$ cat src/design/esud_pkg.sv
// shared types, character codes and sizes for the escaped string decoder
package esud_pkg;

    // widest burst one raw word can cause: backslash, U, seven digits, bad byte
    localparam int RUN_MAX  = 10;
    localparam int RUN_CW   = $clog2(RUN_MAX + 1);
    localparam int DIG_MAX  = 8;
    localparam int DIG_W    = $clog2(DIG_MAX);
    localparam int SEEN_W   = 4;

    localparam int QDEPTH   = 2;
    localparam int QPTR_W   = $clog2(QDEPTH);
    localparam int QCNT_W   = $clog2(QDEPTH + 1);

    localparam logic [7:0] CH_BSL   = 8'h5C;
    localparam logic [7:0] CH_QUOTE = 8'h22;
    localparam logic [7:0] CH_LO_N  = 8'h6E;
    localparam logic [7:0] CH_LO_R  = 8'h72;
    localparam logic [7:0] CH_LO_T  = 8'h74;
    localparam logic [7:0] CH_LO_A  = 8'h61;
    localparam logic [7:0] CH_LO_B  = 8'h62;
    localparam logic [7:0] CH_LO_F  = 8'h66;
    localparam logic [7:0] CH_LO_V  = 8'h76;
    localparam logic [7:0] CH_LO_U  = 8'h75;
    localparam logic [7:0] CH_UP_U  = 8'h55;

    localparam logic [7:0] CTL_LF   = 8'h0A;
    localparam logic [7:0] CTL_CR   = 8'h0D;
    localparam logic [7:0] CTL_TAB  = 8'h09;
    localparam logic [7:0] CTL_BEL  = 8'h07;
    localparam logic [7:0] CTL_BS   = 8'h08;
    localparam logic [7:0] CTL_FF   = 8'h0C;
    localparam logic [7:0] CTL_VT   = 8'h0B;

    typedef enum logic [1:0] {
        MODE_PLAIN,
        MODE_ESC,
        MODE_HEX
    } mode_t;

    typedef struct packed {
        logic [7:0] in_byte;
        logic       string_end;
    } in_word_t;

    typedef struct packed {
        logic [7:0] out_byte;
        logic       byte_valid;
        logic       run_last;
        logic       string_done;
    } out_word_t;

    // the bytes one raw word expands to, plus the string end mark
    typedef struct packed {
        logic [RUN_MAX-1:0][7:0] bytes;
        logic [RUN_CW-1:0]       count;
        logic                    last;
    } run_t;

endpackage

$ cat src/design/esud_front.sv
// front end: escape and hex run decoding, one raw word per cycle while take is high, into a byte run
module esud_front
    import esud_pkg::*;
(
    input  logic     clk,
    input  logic     rst_n,
    input  logic     take,
    input  in_word_t word,
    output run_t     run
);

    mode_t             mode_reg, mode_next;
    logic              wide_reg, wide_next;
    logic [SEEN_W-1:0] seen_reg, seen_next;
    logic [31:0]       cv_reg, cv_next;
    logic [15:0]       pend_reg, pend_next;
    logic [7:0]        held_reg [DIG_MAX];
    logic [7:0]        held_eff [DIG_MAX];

    logic [7:0]        b;
    logic              fin;
    logic              dig_ok;
    logic [3:0]        dig_val;
    logic              hold_we;
    logic [SEEN_W-1:0] need;
    logic [SEEN_W-1:0] seen_inc;
    logic [SEEN_W-1:0] nd;
    logic [RUN_CW-1:0] flush_cnt;
    logic              tail;
    logic [31:0]       cp_raw;
    logic [31:0]       cp;
    logic              is_high;
    logic              is_low;
    logic              pair;
    logic [3:0][7:0]   u8_bytes;
    logic [RUN_CW-1:0] u8_cnt;

    assign b        = word.in_byte;
    assign fin      = word.string_end;
    assign need     = wide_reg ? SEEN_W'(8) : SEEN_W'(4);
    assign seen_inc = seen_reg + SEEN_W'(1);
    assign hold_we  = (mode_reg == MODE_HEX) && dig_ok;
    assign nd       = dig_ok ? seen_inc : seen_reg;
    assign flush_cnt = RUN_CW'(2) + RUN_CW'(nd);
    assign tail     = !dig_ok && !((b == CH_BSL) && !fin);

    always_comb
    begin
        dig_ok  = 1'b1;
        dig_val = 4'd0;
        priority if (b >= 8'h30 && b <= 8'h39)
            dig_val = 4'(b - 8'h30);
        else if (b >= 8'h61 && b <= 8'h66)
            dig_val = 4'(b - 8'h61 + 8'd10);
        else if (b >= 8'h41 && b <= 8'h46)
            dig_val = 4'(b - 8'h41 + 8'd10);
        else
            dig_ok = 1'b0;
    end

    always_comb
    begin
        for (int k = 0; k < DIG_MAX; k++)
        begin
            held_eff[k] = (hold_we && (seen_reg[DIG_W-1:0] == DIG_W'(k))) ? b : held_reg[k];
        end
    end

    // code point of a completed run, surrogate pair folded in
    assign cp_raw  = {cv_reg[27:0], dig_val};
    assign is_high = (cp_raw >= 32'hD800) && (cp_raw <= 32'hDBFF);
    assign is_low  = (cp_raw >= 32'hDC00) && (cp_raw <= 32'hDFFF);
    assign pair    = is_low && (pend_reg != 16'd0);
    assign cp      = pair ? (32'h10000 + {12'd0, pend_reg[9:0], cp_raw[9:0]}) : cp_raw;

    always_comb
    begin
        u8_bytes = '0;
        u8_cnt   = '0;
        priority if (cp <= 32'h7F)
        begin
            u8_bytes[0] = cp[7:0];
            u8_cnt      = RUN_CW'(1);
        end
        else if (cp <= 32'h7FF)
        begin
            u8_bytes[0] = 8'hC0 | {3'd0, cp[10:6]};
            u8_bytes[1] = 8'h80 | {2'd0, cp[5:0]};
            u8_cnt      = RUN_CW'(2);
        end
        else if (cp <= 32'hFFFF)
        begin
            u8_bytes[0] = 8'hE0 | {4'd0, cp[15:12]};
            u8_bytes[1] = 8'h80 | {2'd0, cp[11:6]};
            u8_bytes[2] = 8'h80 | {2'd0, cp[5:0]};
            u8_cnt      = RUN_CW'(3);
        end
        else if (cp <= 32'h10FFFF)
        begin
            u8_bytes[0] = 8'hF0 | {5'd0, cp[20:18]};
            u8_bytes[1] = 8'h80 | {2'd0, cp[17:12]};
            u8_bytes[2] = 8'h80 | {2'd0, cp[11:6]};
            u8_bytes[3] = 8'h80 | {2'd0, cp[5:0]};
            u8_cnt      = RUN_CW'(4);
        end
        else
        begin
            // above the unicode range nothing is written
            u8_cnt      = '0;
        end
    end

    // next mode
    always_comb
    begin
        mode_next = MODE_PLAIN;
        unique case (mode_reg)
            MODE_ESC:
            begin
                if (((b == CH_LO_U) || (b == CH_UP_U)) && !fin)
                    mode_next = MODE_HEX;
            end
            MODE_HEX:
            begin
                if (dig_ok && (seen_inc < need) && !fin)
                    mode_next = MODE_HEX;
                else if (!dig_ok && (b == CH_BSL) && !fin)
                    mode_next = MODE_ESC;
            end
            default:
            begin
                if ((b == CH_BSL) && !fin)
                    mode_next = MODE_ESC;
            end
        endcase
    end

    // emitted bytes and datapath updates
    always_comb
    begin
        run.bytes = '0;
        run.count = '0;
        run.last  = fin;
        wide_next = wide_reg;
        seen_next = seen_reg;
        cv_next   = cv_reg;
        pend_next = pend_reg;
        unique case (mode_reg)
            MODE_ESC:
            begin
                run.count = RUN_CW'(1);
                unique case (b)
                    CH_LO_N:  run.bytes[0] = CTL_LF;
                    CH_LO_R:  run.bytes[0] = CTL_CR;
                    CH_LO_T:  run.bytes[0] = CTL_TAB;
                    CH_LO_A:  run.bytes[0] = CTL_BEL;
                    CH_LO_B:  run.bytes[0] = CTL_BS;
                    CH_LO_F:  run.bytes[0] = CTL_FF;
                    CH_LO_V:  run.bytes[0] = CTL_VT;
                    CH_BSL:   run.bytes[0] = CH_BSL;
                    CH_QUOTE: run.bytes[0] = CH_QUOTE;
                    CH_LO_U, CH_UP_U:
                    begin
                        if (fin)
                        begin
                            run.bytes[0] = CH_BSL;
                            run.bytes[1] = b;
                            run.count    = RUN_CW'(2);
                        end
                        else
                        begin
                            run.count = '0;
                            wide_next = (b == CH_UP_U);
                            seen_next = '0;
                            cv_next   = '0;
                        end
                    end
                    default:
                    begin
                        run.bytes[0] = CH_BSL;
                        run.bytes[1] = b;
                        run.count    = RUN_CW'(2);
                    end
                endcase
            end
            MODE_HEX:
            begin
                if (dig_ok)
                begin
                    seen_next = seen_inc;
                    cv_next   = cp_raw;
                end
                if (dig_ok && (seen_inc >= need))
                begin
                    // run complete: hold a high half, otherwise write utf-8
                    if (is_high)
                        pend_next = cp_raw[15:0];
                    else
                    begin
                        if (pair)
                            pend_next = 16'd0;
                        for (int k = 0; k < 4; k++)
                            run.bytes[k] = u8_bytes[k];
                        run.count = u8_cnt;
                    end
                end
                else if (!dig_ok || fin)
                begin
                    // pass the broken run through, then the bad byte unless it opens an escape
                    for (int k = 0; k < RUN_MAX; k++)
                    begin
                        if (k == 0)
                            run.bytes[k] = CH_BSL;
                        else if (k == 1)
                            run.bytes[k] = wide_reg ? CH_UP_U : CH_LO_U;
                        else if (SEEN_W'(k - 2) < nd)
                            run.bytes[k] = held_eff[DIG_W'(k - 2)];
                        else if (tail && (RUN_CW'(k) == flush_cnt))
                            run.bytes[k] = b;
                    end
                    run.count = flush_cnt + RUN_CW'(tail);
                end
            end
            default:
            begin
                if (!((b == CH_BSL) && !fin))
                begin
                    run.bytes[0] = b;
                    run.count    = RUN_CW'(1);
                end
            end
        endcase
        if (fin)
        begin
            wide_next = 1'b0;
            seen_next = '0;
            cv_next   = '0;
            pend_next = '0;
        end
    end

    always_ff @(posedge clk or negedge rst_n)
    begin
        if (!rst_n)
        begin
            mode_reg <= MODE_PLAIN;
            wide_reg <= 1'b0;
            seen_reg <= '0;
            cv_reg   <= '0;
            pend_reg <= '0;
        end
        else if (take)
        begin
            mode_reg <= mode_next;
            wide_reg <= wide_next;
            seen_reg <= seen_next;
            cv_reg   <= cv_next;
            pend_reg <= pend_next;
        end
    end

    always_ff @(posedge clk)
    begin
        if (take && hold_we)
            held_reg[seen_reg[DIG_W-1:0]] <= b;
    end

    a_end_clears: assert property (@(posedge clk) disable iff (!rst_n)
        (take && fin) |=> (mode_reg == MODE_PLAIN) && (pend_reg == 16'd0)
                          && (seen_reg == '0))
        else $error("string end did not return the decoder to plain text");

    a_seen_bound: assert property (@(posedge clk) disable iff (!rst_n)
        (mode_reg == MODE_HEX) |-> (seen_reg < need))
        else $error("hex run kept going past its digit count");

endmodule

$ cat src/design/esud_queue.sv
// short run queue between the decoding front end and the byte sequencer
module esud_queue
    import esud_pkg::*;
(
    input  logic clk,
    input  logic rst_n,
    input  logic push,
    input  run_t wr_run,
    output logic full,
    input  logic pop,
    output logic head_valid,
    output run_t head_run
);

    run_t              slot_reg [QDEPTH];
    logic [QPTR_W-1:0] wr_ptr_reg, wr_ptr_next;
    logic [QPTR_W-1:0] rd_ptr_reg, rd_ptr_next;
    logic [QCNT_W-1:0] cnt_reg, cnt_next;

    assign full       = (cnt_reg == QCNT_W'(QDEPTH));
    assign head_valid = (cnt_reg != '0);
    assign head_run   = slot_reg[rd_ptr_reg];

    always_comb
    begin
        wr_ptr_next = wr_ptr_reg;
        rd_ptr_next = rd_ptr_reg;
        cnt_next    = cnt_reg;
        if (push)
            wr_ptr_next = (wr_ptr_reg == QPTR_W'(QDEPTH - 1)) ? '0 : wr_ptr_reg + QPTR_W'(1);
        if (pop)
            rd_ptr_next = (rd_ptr_reg == QPTR_W'(QDEPTH - 1)) ? '0 : rd_ptr_reg + QPTR_W'(1);
        if (push && !pop)
            cnt_next = cnt_reg + QCNT_W'(1);
        else if (pop && !push)
            cnt_next = cnt_reg - QCNT_W'(1);
    end

    always_ff @(posedge clk or negedge rst_n)
    begin
        if (!rst_n)
        begin
            wr_ptr_reg <= '0;
            rd_ptr_reg <= '0;
            cnt_reg    <= '0;
        end
        else
        begin
            wr_ptr_reg <= wr_ptr_next;
            rd_ptr_reg <= rd_ptr_next;
            cnt_reg    <= cnt_next;
        end
    end

    always_ff @(posedge clk)
    begin
        if (push)
            slot_reg[wr_ptr_reg] <= wr_run;
    end

    a_no_overflow: assert property (@(posedge clk) disable iff (!rst_n)
        push |-> (!full || pop))
        else $error("run pushed into a full queue");

endmodule

$ cat src/design/esud_back.sv
// back end: steps through the head run one byte per cycle, while the output is not stalled, into the output register
module esud_back
    import esud_pkg::*;
(
    input  logic      clk,
    input  logic      rst_n,
    input  logic      head_valid,
    input  run_t      head_run,
    output logic      pop,
    output logic      out_valid,
    input  logic      out_stall,
    output out_word_t out_word
);

    logic [RUN_CW-1:0] idx_reg, idx_next;
    logic              ov_reg, ov_next;
    out_word_t         ow_reg;
    logic              load;
    logic              is_last;
    logic              empty_run;

    assign empty_run = (head_run.count == '0);
    assign is_last   = empty_run || (idx_reg == head_run.count - RUN_CW'(1));
    assign load      = head_valid && (!ov_reg || !out_stall);
    assign pop       = load && is_last;

    always_comb
    begin
        idx_next = idx_reg;
        ov_next  = ov_reg && out_stall;
        if (load)
        begin
            ov_next  = 1'b1;
            idx_next = is_last ? '0 : idx_reg + RUN_CW'(1);
        end
    end

    always_ff @(posedge clk or negedge rst_n)
    begin
        if (!rst_n)
        begin
            idx_reg <= '0;
            ov_reg  <= 1'b0;
        end
        else
        begin
            idx_reg <= idx_next;
            ov_reg  <= ov_next;
        end
    end

    always_ff @(posedge clk)
    begin
        if (load)
        begin
            ow_reg.out_byte    <= empty_run ? 8'd0 : head_run.bytes[idx_reg];
            ow_reg.byte_valid  <= !empty_run;
            ow_reg.run_last    <= is_last;
            ow_reg.string_done <= is_last && head_run.last;
        end
    end

    assign out_valid = ov_reg;
    assign out_word  = ow_reg;

    a_mid_run_head: assert property (@(posedge clk) disable iff (!rst_n)
        (idx_reg != '0) |-> head_valid && (idx_reg < head_run.count))
        else $error("byte index left over without a run at the head");

    a_marker_shape: assert property (@(posedge clk) disable iff (!rst_n)
        (ov_reg && !ow_reg.byte_valid) |-> ow_reg.run_last && ow_reg.string_done)
        else $error("empty marker that does not close the string");

endmodule

$ cat src/design/escaped_string_utf8_decoder_unit.sv
// top level of the escaped string decoder: front end, run queue, byte sequencer
//
//  channel  | valid      | stall      | word                       | dir
//  ---------+------------+------------+----------------------------+-----
//  raw      | raw_valid  | raw_stall  | raw_word  (in_word_t)      | in
//  text     | text_valid | text_stall | text_word (out_word_t)     | out
//
// the front end takes one raw word per cycle while the run queue has room
// each raw word yields 0 to 10 output words; the sequencer gives one per cycle
// while the text side is not stalled
// a queue of two runs plus the output register let the two sides stall apart
// reset is asynchronous and active low: plain text mode, queue and output empty
// no clearing pass: held hex digits are only read after being written in the run
module escaped_string_utf8_decoder_unit
    import esud_pkg::*;
(
    input  logic      clk,
    input  logic      rst_n,
    input  logic      raw_valid,
    output logic      raw_stall,
    input  in_word_t  raw_word,
    output logic      text_valid,
    input  logic      text_stall,
    output out_word_t text_word
);

    logic take;
    logic push;
    logic q_full;
    logic q_pop;
    logic q_valid;
    run_t front_run;
    run_t head_run;

    // raw side stalls only on a full queue
    assign raw_stall = q_full;
    assign take      = raw_valid && !raw_stall;

    // runs with no bytes are dropped unless they close the string
    assign push = take && ((front_run.count != '0) || front_run.last);

    esud_front u_front (
        .clk   (clk),
        .rst_n (rst_n),
        .take  (take),
        .word  (raw_word),
        .run   (front_run)
    );

    esud_queue u_queue (
        .clk        (clk),
        .rst_n      (rst_n),
        .push       (push),
        .wr_run     (front_run),
        .full       (q_full),
        .pop        (q_pop),
        .head_valid (q_valid),
        .head_run   (head_run)
    );

    esud_back u_back (
        .clk        (clk),
        .rst_n      (rst_n),
        .head_valid (q_valid),
        .head_run   (head_run),
        .pop        (q_pop),
        .out_valid  (text_valid),
        .out_stall  (text_stall),
        .out_word   (text_word)
    );

endmodule
$ cat config.mk
export PLATFORM = sky130hd
export DESIGN_NAME = escaped_string_utf8_decoder_unit
export DESIGN_NICKNAME = d
export VERILOG_FILES = /design/src/design/esud_pkg.sv /design/src/design/esud_front.sv /design/src/design/esud_queue.sv /design/src/design/esud_back.sv /design/src/design/escaped_string_utf8_decoder_unit.sv
export SDC_FILE = /design/constraint.sdc
export NUM_CORES = 1
export LEC_CHECK = 0
export BUFFER_PORTS_ARGS = -buffer_cell sky130_fd_sc_hd__buf_2
export CORE_ASPECT_RATIO = 0.75
export CORE_UTILIZATION = 45
export DETAILED_ROUTE_END_ITERATION = 6
export PLACE_DENSITY = 0.59
export REMOVE_ABC_BUFFERS = 1
export SKIP_LAST_GASP = 1
export SYNTH_ARGS = -nofsm -noshare
export SYNTH_HDL_FRONTEND = slang
export SYNTH_SLANG_ARGS = --single-unit
$ cat constraint.sdc
create_clock -name clk -period 7.53 [get_ports clk]
set_input_delay 1.1295 -clock clk [delete_from_list [all_inputs] [get_ports clk]]
set_output_delay 1.1295 -clock clk [all_outputs]
set_load 0.02 [all_outputs]
=== After elaboration in Yosys (flattened, before gate mapping) ===
Memory sizes are Yosys's and may differ from the RTL's.
Cells that the tools add are included.

* Register bits: 71
* RAM bits: 234
* Output and inout port bits: 13
* Memories: 2
* Input bits: 13
* Word-level logic and storage cells: 241

* Order comparisons: 25
* Add/subtract/negate cells: 15
* Eq/ne operators: 28
* Reductions and logical operators: 68
* Muxes and demuxes: 89

{| class="wikitable"
|+ Memory list
! name !! depth !! width !! rd ports !! clocked after memory_dff !! wr ports !! line !! source
|-
| u_queue.slot_reg || 2 || 85 || 1 || 0 || 1 || esud_queue.sv:15 || <nowiki>run_t slot_reg [QDEPTH];</nowiki>
|-
| u_front.held_reg || 8 || 8 || 4 || 0 || 1 || esud_front.sv:17 || <nowiki>logic [7:0] held_reg [DIG_MAX];</nowiki>
|}

{| class="wikitable"
|+ Operators by type and width
! cell !! count
|-
| 2-to-1 mux 8 bit || 23
|-
| 2-to-1 mux 32 bit || 5
|-
| 2-to-1 mux 16 bit || 8
|-
| <= comparator 32 x 16 -> 1 bit (second input constant) || 3
|-
| 2-to-1 mux 28 bit || 3
|-
| 2-to-1 mux 84 bit || 1
|-
| == test 8 x 7 -> 1 bit (second input constant) || 10
|-
| 2-to-1 mux 36 bit || 2
|-
| case mux 8 bit (9 select lines) || 1
|-
| greater-or-equal comparator 32 x 16 -> 1 bit (second input constant) || 2
|-
| 2-to-1 mux 64 bit || 1
|-
| case mux 28 bit (2 select lines) || 1
|-
| 2-to-1 mux 24 bit || 2
|-
| 2-to-1 mux 48 bit || 1
|-
| 2-to-1 mux 4 bit || 10
|-
| logical AND 1 bit || 36
|-
| binary-select mux 8 bit (select 4 bit) || 1
|-
| <= comparator 32 x 11 -> 1 bit (second input constant) || 1
|-
| <= comparator 32 x 21 -> 1 bit (second input constant) || 1
|-
| <= comparator 32 x 7 -> 1 bit (second input constant) || 1
|-
| case mux 8 bit (2 select lines) || 2
|-
| case mux 12 bit (2 select lines) || 1
|-
| adder 17 x 20 -> 21 bit (first input constant) || 1
|-
| == test 3 x 4 -> 1 bit (first input constant) || 4
|-
| other kinds (47) || 104
|}

=== Longest topological paths before layout ===
* Depth after elaboration: 27
* Mapped depth: 19
* Gate-level depth less buffers: 18

=== Cells and area by module ===
From an unflattened synthesis, not the netlist that was laid out.

* Cell total of the unflattened synthesis: 1051
* Area, all modules: 13761.9 um^2

{| class="wikitable"
|+ By module, submodules not included
! module !! area each (um^2) !! times used !! cells each
|-
| esud_queue || 6527.5 || 1 || 281
|-
| esud_front || 5790.6 || 1 || 641
|-
| esud_back || 1422.6 || 1 || 126
|-
| escaped_string_utf8_decoder_unit || 21.3 || 1 || 3
|}

=== Worst setup path after synthesis ===
No wires, ideal clock.

* Path kind: input-to-reg
* Start: input port raw_word[2] in the netlist's numbering
* End: memory u_queue.slot_reg[0][0] in the netlist's numbering (enable)
* Slack: -886 ps
* Library setup time: 539 ps
* Stages: 16
* Arrival time: 7877 ps
* Cell sequence: clkbuf_1 -> inv_1 -> ha_1 -> o21bai_1 -> a2111oi_4 -> a21oi_1 -> clkbuf_1 -> nor2_1 -> a21oi_1 -> ha_1 -> xor2_1 -> xnor2_1 -> a31oi_1 -> o211a_1 -> a31oi_4 -> nor2b_1

* Word-level cells in the longest chain between the ends: 22

{| class="wikitable"
|+ Ends and longest elaborated chain
! item !! line !! source
|-
| from (decl) || escaped_string_utf8_decoder_unit.sv:21 || <nowiki>input in_word_t raw_word,</nowiki>
|-
| subtractor 4 x 1 -> 4 bit, or another cell as far along || esud_front.sv:54, esud_front.sv:56 ||
|-
| adder 4 bit / logical AND 1 bit (equally long branches) || esud_front.sv:54, esud_front.sv:56, esud_front.sv:55 ||
|-
| 2-to-1 mux 4 bit || esud_front.sv:55 || <nowiki>else if (b >= 8'h41 && b <= 8'h46)</nowiki>
|-
| 2-to-1 mux 4 bit || esud_front.sv:53 || <nowiki>else if (b >= 8'h61 && b <= 8'h66)</nowiki>
|-
| 2-to-1 mux 4 bit || esud_front.sv:51 || <nowiki>priority if (b >= 8'h30 && b <= 8'h39)</nowiki>
|-
| greater-or-equal comparator 32 x 16 -> 1 bit / <= comparator 32 x 16 -> 1 bit (equally long branches) || esud_front.sv:72 || <nowiki>assign is_low = (cp_raw >= 32'hDC00) && (cp_raw <= 32'hDFFF);</nowiki>
|-
| logical AND 1 bit || esud_front.sv:72 ||
|-
| logical AND 1 bit || esud_front.sv:73 || <nowiki>assign pair = is_low && (pend_reg != 16'd0);</nowiki>
|-
| [7 not listed] || - ||
|-
| 2-to-1 mux 36 bit || esud_front.sv:193 || <nowiki>if (dig_ok && (seen_inc >= need))</nowiki>
|-
| case mux 12 bit (2 select lines) * || esud_front.sv:148 || <nowiki>unique case (mode_reg)</nowiki>
|-
| nonzero test 4 bit * || escaped_string_utf8_decoder_unit.sv:40 || <nowiki>assign push = take && ((front_run.count != '0) || front_run.last);</nowiki>
|-
| logical OR 1 bit * || escaped_string_utf8_decoder_unit.sv:40 ||
|-
| logical AND 1 bit * || escaped_string_utf8_decoder_unit.sv:40 ||
|-
| named net push || escaped_string_utf8_decoder_unit.sv:28 || <nowiki>logic push;</nowiki>
|-
| 2-to-1 mux 1 bit * || esud_queue.sv:57 || <nowiki>if (push)</nowiki>
|-
| 2-to-1 mux 1 bit (implied by the code) * || esud_queue.sv:58 || <nowiki>slot_reg[wr_ptr_reg] <= wr_run;</nowiki>
|-
| to (decl) || esud_queue.sv:15 ||
|}

Mark *: on every way through the listed nets, which the timed path passes. The rest lies on a longest branch.

=== Final worst setup path ===
* Start: input port raw_word[1] in the netlist's numbering
* End: memory u_queue.slot_reg[1][56] in the netlist's numbering (enable)

Same word-level chain as after synthesis.

==> results.md <==
* Hold Slack at 482 ps
* Status: complete, no violations
* Vias at 8900
* Syn_area_per_cell at 12.7 sq um
* Root Buffer: clkbuf_16
* Register area share after synthesis at 59.5%
* Register area at 0.00790 sq mm
* Final setup fails at 0
* Slew @ Worst Pin at 1310 ps
* Post-synth top flop: edfxtp_1
* Period utilization at 75.2%
* Area of the multi-input gates at 0.00506 sq mm
* Max reg flops at 170
* Crit path kind: input pin to register
* Post-Route WL at 34.3 mm
* Post-route minimum period at 5670 ps
* Worst flop-to-flop path endpoint: u_queue.slot_reg[1][56]$_DFFE_PP_
* Worst hold path endpoint: u_back.out_valid$_DFF_PN0_
* CTS Hold Bufs at 0
* Die height at 151 microns
* Clock Skew at 13.9 ps
* H-tree depth at 1
* Die width at 200 microns
* Share of cells above drive strength 1 at 15.0%
* Clock transition at path regs at 60 ps
* I/O Buffers at 25
* # Post-CTS Setup Buffers at 0
* Largest net degree at the start of global routing at 86
* Hold Crit Start: u_back.out_valid$_DFF_PN0_
* HP Class: register to register
* Drt drc at 0
* Setup slack, reg-to-reg at 2840 ps
* FF+latch count, synth at 273
* Hold path depth at 2
* Total GRT Usage at 23.2%
* Final non-filler cell total at 1472
* Lkg Pwr at 0.00518 uW
* First-pass GRT wire length at 52.9 mm
* RePlAce Congestion at 0.926
* Async SR Flop Fraction at 22.0%
* Tot Pwr at 4450 uW
* Final ANT Viol Nets at 0
* EDFF count, synth at 213
* Yosys Warn Count at 0
* Ant diodes at 0
* GRT overflow at 0
* Row cnt at 54
* Worst slew margin at 12.2%
* Setup_tns at 0 ps
* Post-synthesis cell type count at 77
* Final slew viol count at 0
* CTS tree: built
* Filler Cells Inserted at 2530
* Worst-skew pair later-pin latency at 550 ps
* Worst setup SP type: input pin
* Max Clock Freq at 0.177 GHz
* Drt wl/cell at 23.3 microns
* Crit path max fanout at 58
* Syn-to-layout area delta at 10.6%
* Worst r2r src: u_front.seen_reg[0]$_DFFE_PN0P_
* TritonRoute pass-1 iters at 6
* Starting Density at 45.7%
* Final #Nets at 1096
* CP arrival at 5900 ps
* RSZ-0062 raised after global routing: no
* Num CTS Buffers at 27
* Placed Area at 0.0138 sq mm
* CTS resizes at 0
* Final hold violation count at 0
* Vias in the first global route at 8396
* Synthesized cell area at 0.0133 sq mm
* Max VDD drop at 0.150 mV
* # IOs at 26
* Post-DP HPWL at 24.0 mm
* Worst r2r path cells at 13
* Vias per cell at 6.05
* Post-route cell area at 0.0147 sq mm
* Worst EP required at 7770 ps
* Dpl cells at 1423
* Syn Inst Count at 1046
* Die ar. at 0.0302 sq mm
* Worst setup EP type: register
* Power per cell area at 303 mW/mm^2
* Clock sink count at 273
* Iter 0 DRT Violations at 975
* Core area at 0.0291 sq mm
* Initial antenna violation count at 1
* MaxCap Viol Count at 0
* CTS Buffer Depth at 3
==> metrics by stage <==
stage / utilization, % / worst slack (ps)
after detailed placement: 47.6 / 1380
after global routing: 50.6 / 1540
final: 50.6 / 1860
after floorplan: - / -664
after CTS: 50.6 / 1930
after global placement: 47.6 / 1490
==> synthesized netlist by cell type, drive strengths merged, types with 14 or more instances <==
cell type,count,share of area (%)
a21oi,45,1.8
nand3,24,0.94
dfrtp,60,11
nor3,23,0.90
clkbuf,34,0.96
a22o,19,1.3
inv,27,0.76
buf,22,0.76
xnor2,14,0.92
a22oi,17,0.96
mux4,48,8.1
ha,23,2.2
edfxtp,213,48
nor2,91,2.6
o21ai,53,2.0
nand2,122,3.4
==> kinds of logic after synthesis <==
family / count (synthesis) / share of synthesized area (%)
flops: 273 / 59.5
simple gates: 336 / 12.0
buf+inv: 85 / 2.54
fa+ha+maj: 23 / 2.17
compound gates: 243 / 13.0
xor+xnor: 22 / 1.45
mux: 64 / 9.40
==> power breakdown <==
part           switching (uW)  total (uW)  internal [uW]
registers                 119        2060           1940
logic                     593        1060            463
clock network             570        1330            763
total                    1280        4450           3170
==> layout make-up <==
cell class / instances / area share [%]
Inverter: 29 / 0.741
Tap cell: 392 / 3.34
Sequential cell: 273 / 53.8
Clock buffer: 32 / 4.73
Multi-Input combinational cell: 688 / 34.5
Timing Repair Buffer: 41 / 1.75
Clock inverter: 17 / 1.17
==> worst max-delay path, stage by stage <==
cell     delay [ps]
buf_2           340
inv_1           170
ha_1            290
nor3b_1         160
nor4b_1         520
a21o_1          570
nand2_1         120
o21ai_0         160
ha_1            260
xor2_1          290
xnor2_1         200
a31oi_1         140
o211a_1         180
a31oi_4         270
and2_4          700
buf_4           360
==> layer usage <==
layer	up-vias	share of wire, %	track usage, %
li1	4055	-	-
met1	4418	49	36.7
met2	369	41	32.2
met3	56	8.1	4.80
met4	2	2.2	5.57
met5	-	0.038	0
==> cell usage in the layout, fill, tap and decap left out, types with 8 or more instances in the layout <==
| master | count |
|---|---|
| xnor2_1 | 14 |
| mux4_2 | 48 |
| edfxtp_1 | 213 |
| a21oi_1 | 43 |
| and2_1 | 10 |
| a31oi_1 | 8 |
| nor2_1 | 91 |
| a22oi_1 | 17 |
| buf_4 | 15 |
| a32oi_1 | 8 |
| o31ai_1 | 12 |
| ha_1 | 23 |
| dfrtp_1 | 58 |
| nor3_1 | 22 |
| a21o_1 | 10 |
| nand2b_1 | 11 |
| nand3_1 | 23 |
| clkbuf_16 | 27 |
| o21ai_0 | 47 |
| mux2i_1 | 10 |
| nand2_1 | 122 |
| a32o_1 | 9 |
| o211ai_1 | 10 |
| buf_2 | 25 |
| xor2_1 | 8 |
| a22o_1 | 19 |
| inv_1 | 27 |
==> how the worst max path moves through the flow <==
stage,start,endpoint,slack (ps),depth (start not counted)
floorplan,raw_word[1],u_queue.slot_reg[0][0]$_DFFE_PP_,-660,14
global placement,raw_word[1],u_queue.slot_reg[1][76]$_DFFE_PP_,1490,15
detailed placement,raw_word[1],u_queue.slot_reg[1][60]$_DFFE_PP_,1380,16
CTS,raw_word[1],u_queue.slot_reg[1][56]$_DFFE_PP_,1930,16
global route,raw_word[1],u_queue.slot_reg[1][64]$_DFFE_PP_,1540,16
finish,raw_word[1],u_queue.slot_reg[1][56]$_DFFE_PP_,1860,16
(Power assumes the default switching activity.)
